==> config.mk <==
export PLATFORM = sky130hd
export DESIGN_NAME = aam_seq
export DESIGN_NICKNAME = d
export VERILOG_FILES = /design/src/hw/rtl/axis_argmax_argmin_top_assert.svh /design/src/hw/rtl/aam_pkg.sv /design/src/hw/rtl/aam_seq.sv
export SDC_FILE = /design/constraint.sdc
export NUM_CORES = 1
export LEC_CHECK = 0
export BUFFER_PORTS_ARGS = -buffer_cell sky130_fd_sc_hd__buf_4
export CELL_PAD_IN_SITES_DETAIL_PLACEMENT = 1
export CELL_PAD_IN_SITES_GLOBAL_PLACEMENT = 1
export CORE_MARGIN = 2
export CORE_UTILIZATION = 41
export CTS_CLUSTER_DIAMETER = 150
export DETAILED_ROUTE_END_ITERATION = 8
export PLACE_DENSITY = 0.93
export SYNTH_ARGS = -nofsm -noshare
export SYNTH_HDL_FRONTEND = slang
export SYNTH_SLANG_ARGS = --single-unit
==> constraint.sdc <==
create_clock -name clk -period 4 [get_ports clk]
set_clock_uncertainty 0.05 [all_clocks]
set_input_delay 0.2 -clock clk [delete_from_list [all_inputs] [get_ports clk]]
set_output_delay 0.2 -clock clk [all_outputs]
set_load 0.1 [all_outputs]
==> src/hw/rtl/axis_argmax_argmin_top_assert.svh <==
// Assertion macros used by the arg-max / arg-min top level.
`ifndef AXIS_ARGMAX_ARGMIN_TOP_ASSERT_SVH
`define AXIS_ARGMAX_ARGMIN_TOP_ASSERT_SVH

`ifndef ASSERT_OFF
`define AAM_ASSERT(lbl, prop, msg) \
  lbl: assert property (@(posedge clk) disable iff (!rst_n) (prop)) else $error(msg);
`define AAM_ASSERT_NEXT(lbl, ante, cons, msg) \
  lbl: assert property (@(posedge clk) disable iff (!rst_n) (ante) |=> (cons)) else $error(msg);
`else
`define AAM_ASSERT(lbl, prop, msg)
`define AAM_ASSERT_NEXT(lbl, ante, cons, msg)
`endif

`endif

==> src/hw/rtl/aam_pkg.sv <==
// Shared constants, register codes and types of the arg-max / arg-min block.
`default_nettype none

package aam_pkg;

  localparam int AAM_MAX_INNER   = 256;
  localparam int AAM_VALUE_WIDTH = 32;
  localparam int AAM_IDX_W       = 16;
  localparam int AAM_CFG_IDX_W   = 2;
  localparam int AAM_CFG_DATA_W  = 16;

  localparam logic [AAM_CFG_IDX_W-1:0] CFG_SELECT_MIN  = 2'd0;
  localparam logic [AAM_CFG_IDX_W-1:0] CFG_AXIS_LENGTH = 2'd1;
  localparam logic [AAM_CFG_IDX_W-1:0] CFG_INNER_SIZE  = 2'd2;
  localparam logic [AAM_CFG_IDX_W-1:0] CFG_OUTER_COUNT = 2'd3;

  typedef struct packed {
    logic [AAM_IDX_W-1:0] axis_idx;
    logic                 first_row;
    logic                 last_axis;
    logic                 tensor_done;
  } aam_pos_t;

endpackage

`default_nettype wire

==> src/hw/rtl/aam_seq.sv <==
// Inner, axis and outer position counters that walk the tensor in memory order.
`default_nettype none

module aam_seq import aam_pkg::*; #(
  parameter int MAX_INNER = AAM_MAX_INNER,
  localparam int SAW = (MAX_INNER > 1) ? $clog2(MAX_INNER) : 1,
  localparam int CW = (SAW + 2 > 10) ? SAW + 2 : 10
) (
  input  wire logic                 clk,
  input  wire logic                 rst_n,
  input  wire logic                 adv,
  input  wire logic [AAM_IDX_W-1:0] axis_length,
  input  wire logic [8:0]           inner_size,
  input  wire logic [AAM_IDX_W-1:0] outer_count,
  output logic      [SAW-1:0]       slot,
  output aam_pos_t                  pos
);

  logic [SAW-1:0]       inner_r, inner_nxt;
  logic [AAM_IDX_W-1:0] axis_r, axis_nxt;
  logic [AAM_IDX_W-1:0] outer_r, outer_nxt;
  logic [CW-1:0]        size_ext, eff_inner;
  logic [AAM_IDX_W:0]   n_axis, n_outer;
  logic                 last_inner, last_axis, last_outer;

  always_comb begin
    size_ext = CW'(inner_size);
    if (size_ext == '0) begin
      eff_inner = CW'(1);
    end else if (size_ext > CW'(MAX_INNER)) begin
      eff_inner = CW'(MAX_INNER);
    end else begin
      eff_inner = size_ext;
    end
    n_axis  = (axis_length == '0) ? (AAM_IDX_W+1)'(1) : {1'b0, axis_length};
    n_outer = (outer_count == '0) ? (AAM_IDX_W+1)'(1) : {1'b0, outer_count};

    last_inner = (CW'(inner_r) + CW'(1)) >= eff_inner;
    last_axis  = ({1'b0, axis_r} + (AAM_IDX_W+1)'(1)) >= n_axis;
    last_outer = ({1'b0, outer_r} + (AAM_IDX_W+1)'(1)) >= n_outer;

    inner_nxt = inner_r;
    axis_nxt  = axis_r;
    outer_nxt = outer_r;
    if (last_inner) begin
      inner_nxt = '0;
      if (last_axis) begin
        axis_nxt  = '0;
        outer_nxt = last_outer ? '0 : outer_r + AAM_IDX_W'(1);
      end else begin
        axis_nxt = axis_r + AAM_IDX_W'(1);
      end
    end else begin
      inner_nxt = inner_r + SAW'(1);
    end
  end

  always_ff @(posedge clk) begin
    if (!rst_n) begin
      inner_r <= '0;
      axis_r  <= '0;
      outer_r <= '0;
    end else if (adv) begin
      inner_r <= inner_nxt;
      axis_r  <= axis_nxt;
      outer_r <= outer_nxt;
    end
  end

  assign slot            = inner_r;
  assign pos.axis_idx    = axis_r;
  assign pos.first_row   = (axis_r == '0);
  assign pos.last_axis   = last_axis;
  assign pos.tensor_done = last_axis && last_inner && last_outer;

endmodule

`default_nettype wire

-- Word-level counts from Yosys, hierarchy flattened
Cells that the tools add are included.
- mux-type cells: 7
- reductions and logical operators: 8
- magnitude comparators: 4
- add/sub/neg operators: 6
- operator list (operator ; count):
    two-way mux 16 bit ; 4
    zero test 16 bit ; 3
    adder 16 x 1 -> 17 bit, second input constant ; 2
    >= comparator 17 x 16 -> 1 bit ; 2
    adder 16 x 1 -> 16 bit, second input constant ; 2
    two-way mux 9 bit ; 2
    >= comparator 9 x 10 -> 1 bit ; 1
    adder 8 x 1 -> 9 bit, second input constant ; 1
    greater-than comparator 9 bit, second input constant ; 1
    zero test 9 bit ; 1
    adder 8 x 1 -> 8 bit, second input constant ; 1
    two-way mux 8 bit ; 1
    AND reduction 3 bit ; 1
    logical AND 1 bit ; 2
    AND reduction 2 bit ; 1
- output and inout port bits: 27
- word-level logic and storage cells: 28
- input port bits: 44
- flip-flop bits (word level): 40

-- Logic depth before layout (Yosys ltp)
- depth after elaboration: 6
- gate-level depth with buffers: 17
- mapped depth without buffers: 14

-- Worst setup path before layout
OpenSTA, ideal clock, no wires.
- kind: register to output
- start point: register axis_r[0]
- end point: output pos[0] in the netlist's numbering
- setup slack: -1.720 ns
- arrival time: 5.470 ns
- stages on the path, launching flop included: 13
- required time: 3.750 ns
- path buffers: 1
- cell sequence: dfxtp_1 -> ha_1 -> nand4_1 -> nor3_1 -> and3_1 -> xor2_1 -> ha_1 -> nand3_1 -> nor4b_2 -> o31ai_1 -> o211a_2 -> buf_2 -> nor3_1
- RTL lines (item ; RTL line ; text):
    start, declared ; aam_seq.sv:20 ; logic [AAM_IDX_W-1:0] axis_r, axis_nxt;
    start signal, assigned ; aam_seq.sv:65 ; axis_r <= axis_nxt;
    end, declared ; aam_seq.sv:16 ; output aam_pos_t pos

==> results.toml <==
[sta]
finalSetupTns_ns = 0
fmax_ghz = 0.2637
setup_viol = 0
layout_setup_ws_ns = 0.2077
worst_pin_slew_ns = 0.4964
whs_ns = 0.1873
period_share = 0.9481
timing_hold_violations_final = 0
period_minus_slack_ns = 3.792
max_slew_margin = 0.6687
slew_viol_final = 0

[logic_synthesis]
avgSynthCellArea_um2 = 7.756
yosysWarnings = 0
yosysUniqueCellTypes = 60
syn_nets = 542
synth.top_cell.area_share = 0.2279
yosys-top-cells-area = "dfxtp_1 (23%), ha_1 (16%), nand3_1 (6.0%), nand2_1 (5.9%), xnor2_1 (4.5%)"
synthCells = 453
synth_edf_count = 0
ys_ff_latch = 40
synth_top_cell_by_area = "dfxtp_1"
synth.cell_area_mm2 = 0.003513
synth_ff_type = "dfxtp_1"
yosysSeqAreaShare = 0.2279
synthArstFlopShare = 0

[critical_path]
crit_chain = "ha_1, nand4_1, nor3_2, and3_1, xor2_1, ha_1, a21oi_1, nor2b_1, a311oi_1, o211a_2, buf_4, nor3_4, buf_6"
arrival_ns = 3.54
cpPeakStageDelay_ns = 0.43
crit_slowest_cell = "dfxtp_2"
reg2reg_setup_slack_ns = 0.28
endpoint = "pos[0]"
reg2reg_from = "axis_r[0]"
worstSetupEndpointType = "output pin"
reg2reg_to = "outer_r[4]"
critPathLaunchType = "register"
reg2regPathDepth = 14
cp-startpoint = "axis_r[0]"
required_ns = 3.75
crit_type = "reg -> out"
critPathMaxFanout = 13
crit_path_frequent_cell = "ha_1"

[grt]
grtUsageTotal = 0.2397
grt_pass1_wl_mm = 17.63
antenna_found_initial = 0
overflow = 0
grt_pass1_vias = 3783
grt_start_max_net_pins = 52

[floorplan]
core-area_mm2 = 0.008258
row_count = 33
die_w_um = 96.57
io_pins = 71
floorplan.initialDensity = 0.4255
die-area_mm2 = 0.009326
die_h_um = 96.57

[cts]
ctsRootBufferMaster = "clkbuf_8"
cts_tree = "yes"
hold_buffers = 0
path_clk_slew_ns = 0.08
clockBufferDepth = 2
cts_buffers = 5
htree_num_levels = 2
clock_sinks = 40
clk_latency_ns = 0.30

[cells_and_area]
antennaDiodeCount = 0
layout.nets = 609
drive_gt1_frac = 0.2169
fillers = 1045
final_cell_area_mm2 = 0.004289
syn_to_final_growth_pct = 22.08

[pwr]
ir_drop_mv = 0.09204
power_mw = 0.8756
leakage_nw = 2.007
p_per_area_mw_per_mm2 = 204.1

[routing]
drc = 0
vias = 3572
detail_route.wl_per_cell_um = 17.13
postRouteWirelength_mm = 10.72
dr.pass1.iters = 4
drt_iter0_drc = 173
ant_nets = 0
routed_via_density = 5.706

[job]
drv_cap = 0

[placement]
pre_cts_slack_ns = 0.1768
placed_area_mm2 = 0.004146
hpwl_mm = 8.300
numPortBuffers = 70
globalplace.congestion = 0.9097

[hold_path]
holdPathStages = 3
worst_hold_path_type = "in -> reg"

[run_status]
status = "completed"
==> registers in the layout, summed over array words and instances (netlist names) <==
name	flops
axis_r	16
outer_r	16
slot	8
==> critical path, delay by kind of cell (launching register included) <==
kind / cells / cell delay [ns]
fa+ha+maj: 2 / 0.60
flops: 1 / 0.43
xor+xnor: 1 / 0.19
compound gates: 3 / 0.68
buf+inv: 2 / 0.42
simple gates: 5 / 0.90
==> cells in the mapped netlist (6+ instances only) <==
library cell	instances
nand2_1	55
a21boi_0	16
nor2_1	17
dfxtp_1	40
and3_1	15
clkbuf_1	6
xnor2_1	18
nor3_1	7
xor2_1	15
inv_1	37
nand3b_1	9
a21oi_1	15
o21ai_0	18
buf_2	9
a21boi_1	13
o211ai_1	6
nand3_1	42
ha_1	45
nor4_1	9
==> area by class of cell <==
type / count / area (um2) / share of cell area
inverters: 39 / 148.9 / 0.03471
well taps: 105 / 131.4 / 0.03063
flip-flops and latches: 40 / 815.8 / 0.1902
multi-input cells: 357 / 2504 / 0.5837
clock buffers: 6 / 72.57 / 0.01692
clock inverters: 2 / 35.03 / 0.008168
repair buffers: 77 / 581.8 / 0.1356
==> power breakdown <==
group	leakage, nW	internal, mW	switching [mW]
registers	0.329	0.400	0.00338
clock network	0.0552	0.185	0.150
logic	1.62	0.0598	0.0770
==> layer usage <==
layer	wire length [um]	global-route usage
met4	203	0.06925
met2	5510	0.4554
met5	0	0
met1	4601	0.2809
met3	408	0.02715
==> through the flow <==
step             util  cells
3_5_place_dp   0.5021    616
3_3_place_gp   0.5021    616
5_1_grt        0.5194    626
4_1_cts        0.5152    624
2_1_floorplan       -    453
6_report       0.5194    626
==> how the worst min path moves through the flow <==
| stage | from | end | slack, ns |
|---|---|---|---|
| after CTS | adv | slot[1] | 0.18 |
| after global placement | outer_r[12] | outer_r[12] | 0.42 |
| after global routing | adv | slot[1] | 0.20 |
| after detailed placement | outer_r[12] | outer_r[12] | 0.42 |
| after floorplan | rst_n | axis_r[4] | 0.31 |
| final | adv | slot[1] | 0.19 |
==> timing repair <==
action                                  in CTS  in global routing
gates resized for setup                      0                  6
buffers inserted                             0                  2
endpoints found under the setup margin       0                 16
==> placed cells by master, fill, tap and decap left out, types with 12 or more instances in the layout <==
| cell | n |
|---|---|
| ha_1 | 44 |
| nand2_1 | 55 |
| o21ai_0 | 18 |
| xor2_1 | 15 |
| a21boi_0 | 16 |
| dfxtp_1 | 28 |
| a21boi_1 | 13 |
| buf_4 | 76 |
| nor2_1 | 16 |
| a21oi_1 | 15 |
| xnor2_1 | 18 |
| dfxtp_2 | 12 |
| inv_1 | 37 |
| nand3_1 | 42 |
| and3_1 | 15 |
==> logic make-up after synthesis <==
| family | after synthesis | share of synthesized area |
|---|---|---|
| AND/OR/NAND/NOR | 185 | 0.2774 |
| AO/OA/AOI/OAI | 92 | 0.1777 |
| buffers and inverters | 56 | 0.06695 |
| adder cells (fa/ha/maj) | 45 | 0.1603 |
| flip-flops | 40 | 0.2279 |
| XOR/XNOR | 34 | 0.08690 |
| multiplexers | 1 | 0.002849 |
No activity file was read; power rests on OpenSTA's default activity.
